File: src/sv/tte_pkg.sv
// Shared types, constants and tables for the timestamp text to epoch block.
// No dependencies.
`default_nettype none

package tte_pkg;

    // Number parsing
    localparam int MAX_DIGITS = 9;
    localparam int ACC_W      = 30;          // holds 10**MAX_DIGITS - 1
    localparam int FIELD_W    = ACC_W + 1;   // signed field value
    localparam int DCNT_W     = $clog2(MAX_DIGITS + 1);
    localparam int FR_W       = 3;           // up to six completed numbers
    localparam int NUM_FIELDS = 6;
    localparam int FIDX_W     = $clog2(NUM_FIELDS);

    typedef logic signed [FIELD_W-1:0] field_t;

    // Format positions: even codes are numbers, odd codes are literals.
    localparam logic [3:0] PHASE_YEAR   = 4'd0;
    localparam logic [3:0] PHASE_DASH1  = 4'd1;
    localparam logic [3:0] PHASE_MONTH  = 4'd2;
    localparam logic [3:0] PHASE_DASH2  = 4'd3;
    localparam logic [3:0] PHASE_DAY    = 4'd4;
    localparam logic [3:0] PHASE_SEP    = 4'd5;
    localparam logic [3:0] PHASE_HOUR   = 4'd6;
    localparam logic [3:0] PHASE_COLON1 = 4'd7;
    localparam logic [3:0] PHASE_MIN    = 4'd8;
    localparam logic [3:0] PHASE_COLON2 = 4'd9;
    localparam logic [3:0] PHASE_SEC    = 4'd10;
    localparam logic [3:0] PHASE_DONE   = 4'd11;

    localparam logic [1:0] SUB_SKIP   = 2'd0;
    localparam logic [1:0] SUB_SIGN   = 2'd1;
    localparam logic [1:0] SUB_DIGITS = 2'd2;

    // Character codes
    localparam logic [7:0] CH_TAB   = 8'd9;
    localparam logic [7:0] CH_CR    = 8'd13;
    localparam logic [7:0] CH_SPACE = 8'd32;
    localparam logic [7:0] CH_PLUS  = 8'd43;
    localparam logic [7:0] CH_MINUS = 8'd45;
    localparam logic [7:0] CH_0     = 8'd48;
    localparam logic [7:0] CH_9     = 8'd57;
    localparam logic [7:0] CH_COLON = 8'd58;

    // Queue between parser and date unit
    localparam int QUEUE_DEPTH = 2;
    localparam int QPTR_W      = $clog2(QUEUE_DEPTH);
    localparam int QCNT_W      = $clog2(QUEUE_DEPTH + 1);

    // Date arithmetic
    localparam int DIV_BITS     = FIELD_W;
    localparam int DIVISOR      = 400;
    localparam int REM_W        = 9;
    localparam int ERA_W        = 23;
    localparam int QUO_W        = ERA_W - 1;
    // 400 = 16 * 25: the low four bits are dropped, then a multiply by
    // ceil(2**33 / 25) and a shift by 33 divides by 25 exactly.
    localparam int DIV_SHIFT    = 4;
    localparam int RECIP_25     = 343597384;
    localparam int RECIP_W      = 29;
    localparam int RECIP_SHIFT  = 33;
    localparam int RPROD_W      = DIV_BITS - DIV_SHIFT + RECIP_W;
    localparam int DOE_W        = 18;
    localparam int DAYS_W       = 41;
    localparam int ERA_DAYS     = 146097;
    localparam int EPOCH_SHIFT  = 719468;
    localparam int SEC_PER_DAY  = 86400;
    localparam int SEC_PER_HOUR = 3600;
    localparam int SEC_PER_MIN  = 60;
    localparam int SPLIT_W      = 20;
    localparam int PLO_W        = 37;
    localparam int PHI_W        = 38;
    localparam int HT_W         = 43;
    localparam int MS_W         = 38;
    localparam int EPOCH_W      = 57;
    localparam int YDAY_W       = 9;

    typedef struct packed {
        logic        vld;
        field_t      year;
        logic [3:0]  month;
        logic [4:0]  day;
        field_t      hour;
        field_t      minute;
        field_t      second;
    } rec_t;

    // Days from March 1 to the first of month index mp (March is zero).
    function automatic logic [8:0] march_cum(input logic [3:0] mp);
        logic [8:0] v;
        case (mp)
            4'd0:    v = 9'd0;
            4'd1:    v = 9'd31;
            4'd2:    v = 9'd61;
            4'd3:    v = 9'd92;
            4'd4:    v = 9'd122;
            4'd5:    v = 9'd153;
            4'd6:    v = 9'd184;
            4'd7:    v = 9'd214;
            4'd8:    v = 9'd245;
            4'd9:    v = 9'd275;
            4'd10:   v = 9'd306;
            4'd11:   v = 9'd337;
            default: v = 9'd0;
        endcase
        return v;
    endfunction

    // Days before month m in a common year.
    function automatic logic [8:0] jan_cum(input logic [3:0] m);
        logic [8:0] v;
        case (m)
            4'd1:    v = 9'd0;
            4'd2:    v = 9'd31;
            4'd3:    v = 9'd59;
            4'd4:    v = 9'd90;
            4'd5:    v = 9'd120;
            4'd6:    v = 9'd151;
            4'd7:    v = 9'd181;
            4'd8:    v = 9'd212;
            4'd9:    v = 9'd243;
            4'd10:   v = 9'd273;
            4'd11:   v = 9'd304;
            4'd12:   v = 9'd334;
            default: v = 9'd0;
        endcase
        return v;
    endfunction

    // Field value from magnitude and sign.
    function automatic field_t signed_val(input logic neg, input logic [ACC_W-1:0] acc);
        field_t mag;
        mag = field_t'({1'b0, acc});
        return neg ? -mag : mag;
    endfunction

endpackage

`default_nettype wire

File: src/sv/tte_front.sv
// Character parser: follows the "Y-M-D h:m:s" format one item per cycle while
// the queue has room; hands a finished record to the queue. Depends on tte_pkg.
`default_nettype none

module tte_front import tte_pkg::*; (
    input  wire logic       aclk,
    input  wire logic       aresetn,
    input  wire logic       s_valid,
    output logic            s_ready,
    input  wire logic [7:0] s_ch,
    input  wire logic       s_char_present,
    input  wire logic       s_last,
    input  wire logic       q_full,
    output logic            push,
    output rec_t            push_rec
);

    logic [3:0]        phase_reg, phase_next;
    logic [1:0]        sub_reg, sub_next;
    logic [ACC_W-1:0]  acc_reg, acc_next;
    logic              neg_reg, neg_next;
    logic [DCNT_W-1:0] dcnt_reg, dcnt_next;
    logic              stop_reg, stop_next;
    logic              ovf_reg, ovf_next;
    logic [FR_W-1:0]   fr_reg, fr_next;
    field_t            fields_reg [NUM_FIELDS];
    field_t            fields_next [NUM_FIELDS];
    field_t            fin_fields [NUM_FIELDS];
    logic [FR_W-1:0]   fin_fr;
    logic              is_dig, is_sp, handled, accept;
    logic [ACC_W-1:0]  dval;

    assign s_ready = !q_full;
    assign accept  = s_valid && s_ready;
    assign is_dig  = s_ch inside {[CH_0:CH_9]};
    assign is_sp   = s_ch inside {CH_SPACE, [CH_TAB:CH_CR]};
    assign dval    = ACC_W'(s_ch[3:0]);

    always_comb begin
        phase_next  = phase_reg;
        sub_next    = sub_reg;
        acc_next    = acc_reg;
        neg_next    = neg_reg;
        dcnt_next   = dcnt_reg;
        stop_next   = stop_reg;
        ovf_next    = ovf_reg;
        fr_next     = fr_reg;
        fields_next = fields_reg;
        handled     = 1'b0;

        if (accept && s_char_present && !stop_reg && phase_reg < PHASE_DONE) begin
            // Inside a number: take a digit, or complete the number and let the
            // same character fall through to the next format element.
            if (!phase_reg[0] && sub_reg == SUB_DIGITS) begin
                if (is_dig) begin
                    handled = 1'b1;
                    if (dcnt_reg >= DCNT_W'(MAX_DIGITS)) begin
                        ovf_next  = 1'b1;
                        stop_next = 1'b1;
                    end else begin
                        acc_next  = (acc_reg << 3) + (acc_reg << 1) + dval;
                        dcnt_next = dcnt_reg + 1'b1;
                    end
                end else begin
                    fields_next[phase_reg[FIDX_W:1]] = signed_val(neg_reg, acc_reg);
                    fr_next    = fr_reg + 1'b1;
                    phase_next = phase_reg + 1'b1;
                    sub_next   = SUB_SKIP;
                    acc_next   = '0;
                    neg_next   = 1'b0;
                    dcnt_next  = '0;
                end
            end

            if (!handled && phase_next[0] && phase_next < PHASE_DONE) begin
                if (phase_next == PHASE_SEP) begin
                    // The space of the format eats any run of whitespace.
                    if (is_sp) begin
                        handled = 1'b1;
                    end else begin
                        phase_next = PHASE_HOUR;
                    end
                end else begin
                    handled = 1'b1;
                    if (s_ch == ((phase_next <= PHASE_DASH2) ? CH_MINUS : CH_COLON)) begin
                        phase_next = phase_next + 1'b1;
                    end else begin
                        stop_next = 1'b1;
                    end
                end
            end

            if (!handled && !phase_next[0] && phase_next < PHASE_DONE) begin
                if (is_dig) begin
                    acc_next  = dval;
                    dcnt_next = DCNT_W'(1);
                    sub_next  = SUB_DIGITS;
                end else if (sub_next == SUB_SKIP && is_sp) begin
                    sub_next = SUB_SKIP;
                end else if (sub_next == SUB_SKIP && (s_ch == CH_PLUS || s_ch == CH_MINUS)) begin
                    neg_next = (s_ch == CH_MINUS);
                    sub_next = SUB_SIGN;
                end else begin
                    stop_next = 1'b1;
                end
            end
        end

        // A number still in its digits is completed by the end of the text.
        fin_fields = fields_next;
        fin_fr     = fr_next;
        if (!stop_next && phase_next < PHASE_DONE && !phase_next[0]
                && sub_next == SUB_DIGITS) begin
            fin_fields[phase_next[FIDX_W:1]] = signed_val(neg_next, acc_next);
            fin_fr = fr_next + 1'b1;
        end

        push_rec.vld    = !ovf_next && fin_fr >= FR_W'(3)
                          && fin_fields[1] >= field_t'(1) && fin_fields[1] <= field_t'(12)
                          && fin_fields[2] >= field_t'(1) && fin_fields[2] <= field_t'(31);
        push_rec.year   = fin_fields[0];
        push_rec.month  = fin_fields[1][3:0];
        push_rec.day    = fin_fields[2][4:0];
        push_rec.hour   = fin_fields[3];
        push_rec.minute = fin_fields[4];
        push_rec.second = fin_fields[5];
        push            = accept && s_last;

        if (accept && s_last) begin
            phase_next = PHASE_YEAR;
            sub_next   = SUB_SKIP;
            acc_next   = '0;
            neg_next   = 1'b0;
            dcnt_next  = '0;
            stop_next  = 1'b0;
            ovf_next   = 1'b0;
            fr_next    = '0;
            for (int i = 0; i < NUM_FIELDS; i++) begin
                fields_next[i] = '0;
            end
        end
    end

    always_ff @(posedge aclk) begin
        if (!aresetn) begin
            phase_reg <= PHASE_YEAR;
            sub_reg   <= SUB_SKIP;
            acc_reg   <= '0;
            neg_reg   <= 1'b0;
            dcnt_reg  <= '0;
            stop_reg  <= 1'b0;
            ovf_reg   <= 1'b0;
            fr_reg    <= '0;
            for (int i = 0; i < NUM_FIELDS; i++) begin
                fields_reg[i] <= '0;
            end
        end else begin
            phase_reg  <= phase_next;
            sub_reg    <= sub_next;
            acc_reg    <= acc_next;
            neg_reg    <= neg_next;
            dcnt_reg   <= dcnt_next;
            stop_reg   <= stop_next;
            ovf_reg    <= ovf_next;
            fr_reg     <= fr_next;
            fields_reg <= fields_next;
        end
    end

endmodule

`default_nettype wire

File: src/sv/tte_queue.sv
// Short record queue between the parser and the date unit.
// Depends on tte_pkg.
`default_nettype none

module tte_queue import tte_pkg::*; (
    input  wire logic aclk,
    input  wire logic aresetn,
    input  wire logic push,
    input  rec_t      push_rec,
    output logic      q_full,
    output logic      q_valid,
    input  wire logic pop,
    output rec_t      q_rec
);

    rec_t              entries [QUEUE_DEPTH];
    logic [QPTR_W-1:0] wr_ptr_reg, wr_ptr_next;
    logic [QPTR_W-1:0] rd_ptr_reg, rd_ptr_next;
    logic [QCNT_W-1:0] cnt_reg, cnt_next;
    logic              do_push, do_pop;

    assign q_full  = (cnt_reg == QCNT_W'(QUEUE_DEPTH));
    assign q_valid = (cnt_reg != '0);
    assign q_rec   = entries[rd_ptr_reg];
    assign do_push = push && !q_full;
    assign do_pop  = pop && q_valid;

    always_comb begin
        wr_ptr_next = wr_ptr_reg;
        rd_ptr_next = rd_ptr_reg;
        cnt_next    = cnt_reg;
        if (do_push) begin
            wr_ptr_next = (wr_ptr_reg == QPTR_W'(QUEUE_DEPTH - 1)) ? '0 : wr_ptr_reg + 1'b1;
        end
        if (do_pop) begin
            rd_ptr_next = (rd_ptr_reg == QPTR_W'(QUEUE_DEPTH - 1)) ? '0 : rd_ptr_reg + 1'b1;
        end
        if (do_push && !do_pop) begin
            cnt_next = cnt_reg + 1'b1;
        end else if (do_pop && !do_push) begin
            cnt_next = cnt_reg - 1'b1;
        end
    end

    always_ff @(posedge aclk) begin
        if (do_push) begin
            entries[wr_ptr_reg] <= push_rec;
        end
    end

    always_ff @(posedge aclk) begin
        if (!aresetn) begin
            wr_ptr_reg <= '0;
            rd_ptr_reg <= '0;
            cnt_reg    <= '0;
        end else begin
            wr_ptr_reg <= wr_ptr_next;
            rd_ptr_reg <= rd_ptr_next;
            cnt_reg    <= cnt_next;
        end
    end

endmodule

`default_nettype wire

File: src/sv/tte_back.sv
// Date unit: turns a parsed record into epoch seconds, hour and day of year,
// with a reciprocal-multiply floor division by 400 and a short multiply sequence.
// Depends on tte_pkg.
`default_nettype none

module tte_back import tte_pkg::*; (
    input  wire logic                      aclk,
    input  wire logic                      aresetn,
    input  wire logic                      q_valid,
    input  rec_t                           q_rec,
    output logic                           pop,
    output logic                           m_valid,
    input  wire logic                      m_ready,
    output logic                           m_valid_res,
    output logic signed [EPOCH_W-1:0]      m_epoch_seconds,
    output logic signed [FIELD_W-1:0]      m_hour_value,
    output logic [YDAY_W-1:0]              m_day_of_year
);

    localparam logic [2:0] ST_IDLE = 3'd0;
    localparam logic [2:0] ST_DIV  = 3'd1;
    localparam logic [2:0] ST_REM  = 3'd2;
    localparam logic [2:0] ST_CAL0 = 3'd3;
    localparam logic [2:0] ST_CAL1 = 3'd4;
    localparam logic [2:0] ST_MUL  = 3'd5;
    localparam logic [2:0] ST_SUM  = 3'd6;
    localparam logic [2:0] ST_OUT  = 3'd7;

    logic [2:0]                state_reg, state_next;
    logic                      vld_reg, vld_next;
    logic [3:0]                m_reg, m_next;
    logic [4:0]                d_reg, d_next;
    field_t                    h_reg, h_next;
    field_t                    mi_reg, mi_next;
    field_t                    s_reg, s_next;
    logic                      neg_reg, neg_next;
    logic [DIV_BITS-1:0]       num_reg, num_next;
    logic [QUO_W-1:0]          quo_reg, quo_next;
    logic [REM_W-1:0]          rem_reg, rem_next;
    logic signed [DAYS_W-1:0]  era_days_reg, era_days_next;
    logic [DOE_W-1:0]          doe_reg, doe_next;
    logic [YDAY_W-1:0]         yday_reg, yday_next;
    logic signed [DAYS_W-1:0]  days_reg, days_next;
    logic [PLO_W-1:0]          plo_reg, plo_next;
    logic signed [PHI_W-1:0]   phi_reg, phi_next;
    logic signed [HT_W-1:0]    ht_reg, ht_next;
    logic signed [MS_W-1:0]    ms_reg, ms_next;
    logic [EPOCH_W-1:0]        dsec_reg, dsec_next;
    logic [EPOCH_W-1:0]        tsec_reg, tsec_next;
    logic                      out_valid_reg, out_valid_next;
    logic                      res_reg, res_next;
    logic [EPOCH_W-1:0]        epoch_reg, epoch_next;
    field_t                    hour_reg, hour_next;
    logic [YDAY_W-1:0]         oyday_reg, oyday_next;

    logic signed [FIELD_W:0]   ym1;
    logic [FIELD_W:0]          mag;
    logic [RPROD_W-1:0]        prod;
    logic signed [ERA_W-1:0]   era;
    logic [REM_W-1:0]          yoe;
    logic [1:0]                c100;
    logic                      leap;
    logic [3:0]                mp;

    assign m_valid         = out_valid_reg;
    assign m_valid_res     = res_reg;
    assign m_epoch_seconds = $signed(epoch_reg);
    assign m_hour_value    = hour_reg;
    assign m_day_of_year   = oyday_reg;

    // Year shifted to start in March, and its magnitude prepared for a
    // division that rounds toward minus infinity.
    assign ym1 = (FIELD_W + 1)'(q_rec.year)
                 - ((q_rec.month <= 4'd2) ? (FIELD_W + 1)'(1) : '0);
    assign mag = ym1[FIELD_W] ? ((FIELD_W + 1)'(-ym1) + (FIELD_W + 1)'(DIVISOR - 1))
                              : ym1;

    // Magnitude divided by 16, times the reciprocal of 25.
    assign prod = RPROD_W'(num_reg[DIV_BITS-1:DIV_SHIFT]) * RPROD_W'(RECIP_25);

    // Quotient and remainder give era and year of era.
    assign era  = neg_reg ? -$signed({1'b0, quo_reg}) : $signed({1'b0, quo_reg});
    assign yoe  = neg_reg ? REM_W'(DIVISOR - 1) - rem_reg : rem_reg;
    assign c100 = (yoe >= REM_W'(300)) ? 2'd3 :
                  (yoe >= REM_W'(200)) ? 2'd2 :
                  (yoe >= REM_W'(100)) ? 2'd1 : 2'd0;
    assign leap = (yoe[1:0] == 2'b00) && !(yoe inside {REM_W'(100), REM_W'(200), REM_W'(300)});
    assign mp   = (m_reg > 4'd2) ? m_reg - 4'd3 : m_reg + 4'd9;

    always_comb begin
        state_next     = state_reg;
        vld_next       = vld_reg;
        m_next         = m_reg;
        d_next         = d_reg;
        h_next         = h_reg;
        mi_next        = mi_reg;
        s_next         = s_reg;
        neg_next       = neg_reg;
        num_next       = num_reg;
        quo_next       = quo_reg;
        rem_next       = rem_reg;
        era_days_next  = era_days_reg;
        doe_next       = doe_reg;
        yday_next      = yday_reg;
        days_next      = days_reg;
        plo_next       = plo_reg;
        phi_next       = phi_reg;
        ht_next        = ht_reg;
        ms_next        = ms_reg;
        dsec_next      = dsec_reg;
        tsec_next      = tsec_reg;
        res_next       = res_reg;
        epoch_next     = epoch_reg;
        hour_next      = hour_reg;
        oyday_next     = oyday_reg;
        pop            = 1'b0;
        out_valid_next = out_valid_reg && !m_ready;

        case (state_reg)
            ST_IDLE: begin
                if (q_valid) begin
                    pop        = 1'b1;
                    vld_next   = q_rec.vld;
                    m_next     = q_rec.month;
                    d_next     = q_rec.day;
                    h_next     = q_rec.hour;
                    mi_next    = q_rec.minute;
                    s_next     = q_rec.second;
                    neg_next   = ym1[FIELD_W];
                    num_next   = mag[DIV_BITS-1:0];
                    state_next = ST_DIV;
                end
            end
            ST_DIV: begin
                quo_next   = prod[RECIP_SHIFT +: QUO_W];
                state_next = ST_REM;
            end
            ST_REM: begin
                rem_next   = REM_W'(num_reg - DIV_BITS'(quo_reg) * DIV_BITS'(DIVISOR));
                state_next = ST_CAL0;
            end
            ST_CAL0: begin
                era_days_next = DAYS_W'(era) * $signed(DAYS_W'(ERA_DAYS));
                doe_next      = DOE_W'(yoe) * DOE_W'(365) + DOE_W'(yoe[REM_W-1:2])
                                - DOE_W'(c100) + DOE_W'(march_cum(mp))
                                + DOE_W'(d_reg) - DOE_W'(1);
                yday_next     = jan_cum(m_reg) + YDAY_W'(leap && m_reg > 4'd2)
                                + YDAY_W'(d_reg);
                state_next    = ST_CAL1;
            end
            ST_CAL1: begin
                days_next  = era_days_reg + $signed({{(DAYS_W - DOE_W){1'b0}}, doe_reg})
                             - $signed(DAYS_W'(EPOCH_SHIFT));
                state_next = ST_MUL;
            end
            ST_MUL: begin
                // The day count is split so that each product stays narrow.
                plo_next   = PLO_W'(days_reg[SPLIT_W-1:0]) * PLO_W'(SEC_PER_DAY);
                phi_next   = PHI_W'($signed(days_reg[DAYS_W-1:SPLIT_W]))
                             * $signed(PHI_W'(SEC_PER_DAY));
                ht_next    = HT_W'(h_reg) * $signed(HT_W'(SEC_PER_HOUR));
                ms_next    = MS_W'(mi_reg) * $signed(MS_W'(SEC_PER_MIN)) + MS_W'(s_reg);
                state_next = ST_SUM;
            end
            ST_SUM: begin
                dsec_next  = EPOCH_W'({phi_reg, {SPLIT_W{1'b0}}}) + EPOCH_W'(plo_reg);
                tsec_next  = EPOCH_W'(ht_reg) + EPOCH_W'(ms_reg);
                state_next = ST_OUT;
            end
            ST_OUT: begin
                if (!out_valid_reg || m_ready) begin
                    out_valid_next = 1'b1;
                    res_next       = vld_reg;
                    epoch_next     = vld_reg ? dsec_reg + tsec_reg : '0;
                    hour_next      = vld_reg ? h_reg : '0;
                    oyday_next     = vld_reg ? yday_reg : '0;
                    state_next     = ST_IDLE;
                end
            end
            default: begin
                state_next = ST_IDLE;
            end
        endcase
    end

    always_ff @(posedge aclk) begin
        if (!aresetn) begin
            state_reg     <= ST_IDLE;
            out_valid_reg <= 1'b0;
        end else begin
            state_reg     <= state_next;
            out_valid_reg <= out_valid_next;
        end
    end

    always_ff @(posedge aclk) begin
        vld_reg      <= vld_next;
        m_reg        <= m_next;
        d_reg        <= d_next;
        h_reg        <= h_next;
        mi_reg       <= mi_next;
        s_reg        <= s_next;
        neg_reg      <= neg_next;
        num_reg      <= num_next;
        quo_reg      <= quo_next;
        rem_reg      <= rem_next;
        era_days_reg <= era_days_next;
        doe_reg      <= doe_next;
        yday_reg     <= yday_next;
        days_reg     <= days_next;
        plo_reg      <= plo_next;
        phi_reg      <= phi_next;
        ht_reg       <= ht_next;
        ms_reg       <= ms_next;
        dsec_reg     <= dsec_next;
        tsec_reg     <= tsec_next;
        res_reg      <= res_next;
        epoch_reg    <= epoch_next;
        hour_reg     <= hour_next;
        oyday_reg    <= oyday_next;
    end

endmodule

`default_nettype wire

File: src/sv/timestamp_text_to_epoch.sv
// Channel   Direction  Handshake          Payload
// s_        in         s_valid/s_ready    s_ch[7:0], s_char_present, s_last
// m_        out        m_valid/m_ready    m_valid_res, m_epoch_seconds[56:0],
//                                         m_hour_value[30:0], m_day_of_year[8:0]
//
// The parser takes one character item per cycle while the record queue has room.
// From leaving the queue to a loaded result, each timestamp passes through the date
// unit states in order: ST_IDLE takes the record, ST_DIV and ST_REM divide the year
// by 400 by a reciprocal multiply, ST_CAL0 and ST_CAL1 form the day count, ST_MUL
// the second multiplies, ST_SUM the sums and ST_OUT the output load.
// Reset (aresetn low, synchronous) clears parser, queue and date unit; nothing
// else needs clearing. A stalled result holds in the output register while the
// parser keeps taking items until the queue is full.
// Top level of the timestamp text to epoch block. Depends on tte_pkg,
// tte_front, tte_queue and tte_back.
`default_nettype none

module timestamp_text_to_epoch import tte_pkg::*; (
    input  wire logic                       aclk,
    input  wire logic                       aresetn,
    input  wire logic                       s_valid,
    output logic                            s_ready,
    input  wire logic [7:0]                 s_ch,
    input  wire logic                       s_char_present,
    input  wire logic                       s_last,
    output logic                            m_valid,
    input  wire logic                       m_ready,
    output logic                            m_valid_res,
    output logic signed [EPOCH_W-1:0]       m_epoch_seconds,
    output logic signed [FIELD_W-1:0]       m_hour_value,
    output logic [YDAY_W-1:0]               m_day_of_year
);

    logic q_full;
    logic q_valid;
    logic push;
    logic pop;
    rec_t push_rec;
    rec_t q_rec;

    tte_front u_front (
        .aclk           (aclk),
        .aresetn        (aresetn),
        .s_valid        (s_valid),
        .s_ready        (s_ready),
        .s_ch           (s_ch),
        .s_char_present (s_char_present),
        .s_last         (s_last),
        .q_full         (q_full),
        .push           (push),
        .push_rec       (push_rec)
    );

    tte_queue u_queue (
        .aclk     (aclk),
        .aresetn  (aresetn),
        .push     (push),
        .push_rec (push_rec),
        .q_full   (q_full),
        .q_valid  (q_valid),
        .pop      (pop),
        .q_rec    (q_rec)
    );

    tte_back u_back (
        .aclk            (aclk),
        .aresetn         (aresetn),
        .q_valid         (q_valid),
        .q_rec           (q_rec),
        .pop             (pop),
        .m_valid         (m_valid),
        .m_ready         (m_ready),
        .m_valid_res     (m_valid_res),
        .m_epoch_seconds (m_epoch_seconds),
        .m_hour_value    (m_hour_value),
        .m_day_of_year   (m_day_of_year)
    );

endmodule

`default_nettype wire

File: config.mk
export PLATFORM = sky130hd
export DESIGN_NAME = timestamp_text_to_epoch
export DESIGN_NICKNAME = d
export VERILOG_FILES = /design/src/sv/tte_pkg.sv /design/src/sv/tte_front.sv /design/src/sv/tte_queue.sv /design/src/sv/tte_back.sv /design/src/sv/timestamp_text_to_epoch.sv
export SDC_FILE = /design/constraint.sdc
export NUM_CORES = 2
export LEC_CHECK = 0
export BUFFER_PORTS_ARGS = -buffer_cell sky130_fd_sc_hd__buf_2
export CORE_MARGIN = 5
export CORE_UTILIZATION = 60
export DETAILED_ROUTE_END_ITERATION = 6
export PLACE_DENSITY_LB_ADDON = 0.12
export SLEW_MARGIN = 15
export SYNTH_ARGS = -nofsm -noshare
export SYNTH_HDL_FRONTEND = slang
export SYNTH_SLANG_ARGS = --single-unit
File: constraint.sdc
create_clock -name aclk -period 22.6 [get_ports aclk]
set_clock_uncertainty 0.2 [all_clocks]
set_input_delay 1.13 -clock aclk [delete_from_list [all_inputs] [get_ports aclk]]
set_output_delay 1.13 -clock aclk [all_outputs]
set_load 0.03 [all_outputs]
# [After elaboration in Yosys (flattened, before gate mapping)]
# Memories as Yosys holds them, arrays and structs flattened. A register that Yosys moved wholly into a read port is not among the register bits.
# Cells that the tools add are included.
[word_totals] reg_bits=864 latchBits=0 mem_bits_rw=268 romBits=288 in_bits=14 out_inout_bits=100 elab_cells=293 n_memories=3
[memory_table] name="u_queue.entries" words=2 width=134 rd=1 rd_clocked_by_memory_dff=1 write_ports=1 line_no="tte_queue.sv:16" source="rec_t entries [QUEUE_DEPTH];"
[memory_table] name="(no name shown)" words=16 width=9 rd=1 rd_clocked_by_memory_dff=0 write_ports=0 line_no="tte_pkg.sv:92" source="case (mp)"
[memory_table] name="(no name shown)" words=16 width=9 rd=1 rd_clocked_by_memory_dff=1 write_ports=0 line_no="tte_pkg.sv:113" source="case (m)"
[classes] add_sub_neg=34 multipliers=8 n_div=0 order_cmp=24 n_eq_ne=20 n_shift=0 muxes=100 bitwise=3 n_reduce_logical=58
[ops] op="186-bit two-way mux" n=4
[ops] op="186-bit bitwise mux" n=2
[ops] op="31-bit demux with 3-bit select" n=2
[ops] op="30-bit two-way mux" n=6
[ops] op="31-bit two-way mux" n=5
[ops] op="4-bit two-way mux" n=16
[ops] op="31-bit by 2-bit >= comparator with 1-bit output, second input constant" n=2
[ops] op="30-bit negation with 31-bit output" n=2
[ops] op="57-bit by 37-bit adder with 57-bit output" n=1
[ops] op="57-bit adder" n=1
[ops] op="27-bit by 26-bit multiplier with 52-bit output, second input constant" n=1
[ops] op="43-bit by 38-bit adder with 44-bit output" n=1
[ops] op="41-bit by 19-bit adder with 41-bit output" n=1
[ops] op="23-bit by 19-bit multiplier with 41-bit output, second input constant" n=1
[ops] op="1-bit two-way mux" n=41
[ops] op="41-bit by 21-bit subtractor with 41-bit output, second input constant" n=1
[ops] op="31-bit by 9-bit multiplier with 39-bit output, second input constant" n=1
[ops] op="38-bit by 31-bit adder with 38-bit output" n=1
[ops] op="31-bit by 5-bit multiplier with 36-bit output, second input constant" n=1
[ops] op="31-bit by 2-bit subtractor with 32-bit output" n=1
[ops] op="31-bit by 10-bit adder with 31-bit output, second input constant" n=1
[ops] op="31-bit by 5-bit <= comparator with 1-bit output, second input constant" n=1
[ops] op="31-bit by 6-bit <= comparator with 1-bit output, second input constant" n=1
[ops] op="1-bit logical AND" n=31
[ops] op="65 further kinds" n=122

# [Logic depth before layout (Yosys ltp)]
[logic_depth] ltp_word=30 mapped_depth=37 ltp_nobuf=35

# [Modules after synthesis]
# From an unflattened synthesis, not the netlist that was laid out.
[unflattened] hier_cells=8896 area_unflattened_um2=93126.8
[modules_own_cells] mod="tte_back" instances=1 cells_per_inst=6551 area_each_um2=68140.4 seq_area_each_um2=18397.6
[modules_own_cells] mod="tte_front" instances=1 cells_per_inst=1903 area_each_um2=14843.0 seq_area_each_um2=4644.5
[modules_own_cells] mod="tte_queue" instances=1 cells_per_inst=442 area_each_um2=10143.5 seq_area_each_um2=8147.8

# [Worst setup path before layout]
# OpenSTA, ideal clock, no wires.
[synth_path] kind="reg2reg" start="register u_back.quo_reg[3]" end="register u_back.era_days_reg[40], data pin" setup_ns=0.259 arrival_time_ns=8.896 slack_ns=13.245 stages_incl_launch_ff=32 cell_sequence="edfxtp_1 or4_1 nor4_1 nand2b_1 or4_1 or3_1 or3_1 o31ai_1 clkbuf_1 inv_1 clkbuf_1 ha_1 inv_1 fa_1 inv_1 fa_1 inv_1 fa_1 fa_1 inv_1 fa_1 ha_1 or3_1 a211oi_1 nor3_1 a2111o_1 a31oi_1 o21ai_0 o21ai_0 nand2b_1 a21oi_1 xnor2_1"
[synth_via] elab_chain_len=3
[synth_lines] item="start, declared" line_no="tte_back.sv:38" source="logic [QUO_W-1:0] quo_reg, quo_next;"
[synth_lines] item="start signal, assigned" line_no="tte_back.sv:205" source="quo_reg <= quo_next;"
[synth_lines] item="22-bit negation with 23-bit output" line_no="tte_back.sv:82" source="assign era = neg_reg ? -$signed({1'b0, quo_reg}) : $signed({1'b0, quo_reg});"
[synth_lines] item="23-bit two-way mux *" line_no="tte_back.sv:82"
[synth_lines] item="23-bit by 19-bit multiplier with 41-bit output *" line_no="tte_back.sv:143" source="era_days_next = DAYS_W'(era) * $signed(DAYS_W'(ERA_DAYS));"
[synth_lines] item="end signal, assigned" line_no="tte_back.sv:207" source="era_days_reg <= era_days_next;"
[synth_lines] item="end, declared" line_no="tte_back.sv:40" source="logic signed [DAYS_W-1:0] era_days_reg, era_days_next;"
# Mark *: on every way between the ends. The rest lies on a longest branch, timed or not.
# A chain may end at the register's enable or synchronous reset.

# [Worst setup path after layout]
# Same ends and word-level chain as after synthesis.

==> run_results.csv <==
group,metric,value,unit
setup_path,crit_start,"u_back.quo_reg[3]$_DFFE_PP_",
floorplanning,start_util,60.29,%
cts,ctsHoldBuffers,0,
setup_path,crit_type,"flip-flop to flip-flop",
synthesis,ys_seq_area_share,35.08,%
floorplanning,ios,114,
cts,cts_resized,0,
synthesis,syn_inst,8300,
grt,grt_max_degree,142,
synthesis,synth_ff_type,"edfxtp_1",
cells_and_area,final_cells,10460,
setup_path,reg2reg_to,"u_back.era_days_reg[40]$_DFFE_PN_",
synthesis,synth_edf_count,872,
setup_path,worstSetupEndpointType,"flip-flop",
grt,grt-ovfl-total,0,
floorplanning,die_w,395.0,µm
synthesis,postSynthNetCount,10180,
routing,first_iter_violations,3326,
sta,setup_violations,0,
synthesis,synth_area,88920,µm²
cts,cts_max_path_buffers,3,
cells_and_area,post-route-util,64.99,%
grt,grt_pass1_wl,319000,µm
grt,grt.total_usage,25.39,%
routing,vias,58870,
synthesis,ys_ff_latch,1122,
sta,maxSlewViolCount,0,
floorplanning,fp.dieH,395.0,µm
outcome,status,"complete, no violations",
setup_path,required,22.82,ns
cts,clock_sinks,1122,
cells_and_area,layout.nets,10310,
cts,cts-root-buf,"clkbuf_16",
grt,antenna_found_initial,4,
setup_path,r2r_slack,13.05,ns
synthesis,async_flop_share,0,%
setup_path,reg2reg_from,"u_back.quo_reg[3]$_DFFE_PP_",
place,placed_cells,10240,
cts,cts_tree,"built",
cts,htree_levels,3,
cells_and_area,layout_commonest_cell,"inv_1",
setup_path,cp-endpoint,"u_back.era_days_reg[40]$_DFFE_PN_",
worst_hold_path,hold_path_class,"flip-flop to flip-flop",
place,io_buffers,113,
cells_and_area,largest_reg_flops,268,
cts,cts_buffers,118,
routing,drtPass1Iterations,6,
grt,grt_pass1_vias,59980,
setup_path,cpMaxStageDelayCell,"or4_1",
cells_and_area,final_cell_mix,"inv_1, ha_1, edfxtp_1, fa_1, nor2_1",
sta,min_period_over_period,42.27,%
cells_and_area,drive_above_1_share,6.248,%
routing,viasPerCell,5.627,
place,place.gp.congestion,0.9460,
sta,fmax,0.1047,GHz
cts,clkLatencyLatePin,0.75,ns
sta,worst_pin_slew,1.151,ns
setup_path,max_stage_delay,0.62,ns
flow_run,max-cap-violations,0,
place,hpwlAfterDp,155500,µm
routing,wire_per_inst,18.84,µm
sta,rsz0062_at_grt,"false",
routing,final_antenna_net_count,0,
cts,path_clk_slew,0.06,ns
synthesis,synth.distinct_cells,95,
setup_path,cp-start-kind,"flip-flop",
setup_path,crit_top_cell,"fa_1",
floorplanning,fp.dieArea,156000,µm²
sta,min_period,9.553,ns
floorplanning,core_area,147500,µm²
routing,drc,0,
routing,wl,197100,µm
cells_and_area,nFillCells,11500,
sta,slew_headroom,23.26,%
setup_path,path_max_fanout,10,
sta,hold_viol_final,0,
floorplanning,rows,141,
cts,post_cts_buffers,0,
setup_path,cp.arrival,9.77,ns
synthesis,synth_area_per_cell,10.71,µm²
sta,finalSetupTns,0,ns
synthesis,ys_warn_count,0,
cells_and_area,syn_to_final_growth,7.796,%
setup_path,worst_r2r_path_depth,30,
## stage by stage
stage	hold WS [ns]	cell area (µm²)	setup slack, ns
detailed placement	0.2045	91810	13.07
CTS	0.2142	95840	12.98
floorplan	0.2003	88920	13.25
finish	0.2132	95850	13.05
global placement	0.2015	91810	13.22
global route	0.2154	95850	12.50
## Yosys cell counts (all sizes together), types with 61 or more instances
cell type	number	share of area, %
a211oi	80	0.68
o21a	63	0.53
clkbuf	138	0.58
edfxtp	872	29
dfxtp	250	5.6
a21o	83	0.70
mux2	111	1.4
nand2	382	1.6
xnor2	359	3.5
mux2i	152	1.7
inv	1350	5.7
and2	61	0.43
nor3	140	0.79
ha	1197	17
nand3	124	0.70
xor2	178	1.8
a21oi	341	1.9
nor2b	98	0.69
nor2	667	2.8
o21ai	330	1.9
fa	669	15
## layer usage
metal  GRT usage (%)  up-vias  wire length [µm]
met4           8.552        0              7627
met5               0        -                 0
met2           40.97     1294             89480
li1                -    28610                 -
met3           3.215      339              9364
met1           35.85    28630             90660
## critical path, delay by kind of cell, from the launching register on
family | cells | cell delay, ns
compound gates | 9 | 1.52
fa+ha+maj | 7 | 3.20
buf+inv | 4 | 0.49
simple gates | 8 | 2.93
flops | 1 | 0.45
xor+xnor | 2 | 0.43
## how the worst min path moves through the flow
| stage | from | to | slack (ns) | cells after the start |
|---|---|---|---|---|
| floorplan | u_back.plo_reg[10]$_DFFE_PP_ | u_back.dsec_reg[10]$_DFFE_PP_ | 0.20 | 0 |
| global placement | u_back.num_reg[3]$_DFFE_PP_ | u_back.rem_reg[3]$_DFFE_PP_ | 0.20 | 0 |
| detailed placement | u_back.plo_reg[23]$_DFFE_PP_ | u_back.dsec_reg[23]$_DFFE_PP_ | 0.20 | 0 |
| CTS | u_back.plo_reg[23]$_DFFE_PP_ | u_back.dsec_reg[23]$_DFFE_PP_ | 0.21 | 0 |
| global route | u_back.plo_reg[24]$_DFFE_PP_ | u_back.dsec_reg[24]$_DFFE_PP_ | 0.22 | 0 |
| finish | u_back.plo_reg[23]$_DFFE_PP_ | u_back.dsec_reg[23]$_DFFE_PP_ | 0.21 | 0 |
## cells by family after synthesis
kind of cell / count (synthesis) / synth area share, %
AO/OA/AOI/OAI: 1252 / 9.007
XOR/XNOR: 537 / 5.306
adder cells (fa/ha/maj): 1866 / 31.91
buffers and inverters: 1503 / 6.370
flip-flops: 1122 / 35.08
multiplexers: 263 / 3.117
AND/OR/NAND/NOR: 1757 / 9.216
## cell type report
class | count | area [µm²] | area share, %
antenna | 1 | 2.502 | 0.002611
clock buffer | 145 | 3115 | 3.250
clock inverter | 73 | 910.9 | 0.9503
inverter | 1350 | 5067 | 5.287
multi-input combinational | 5675 | 52170 | 54.43
sequential | 1122 | 31190 | 32.54
tap | 1930 | 2415 | 2.519
timing repair buffer | 166 | 975.9 | 1.018
Power is left out: the tool's default activity adds up to more than one toggle a clock period on the data nets, which glitch-free logic cannot reach.
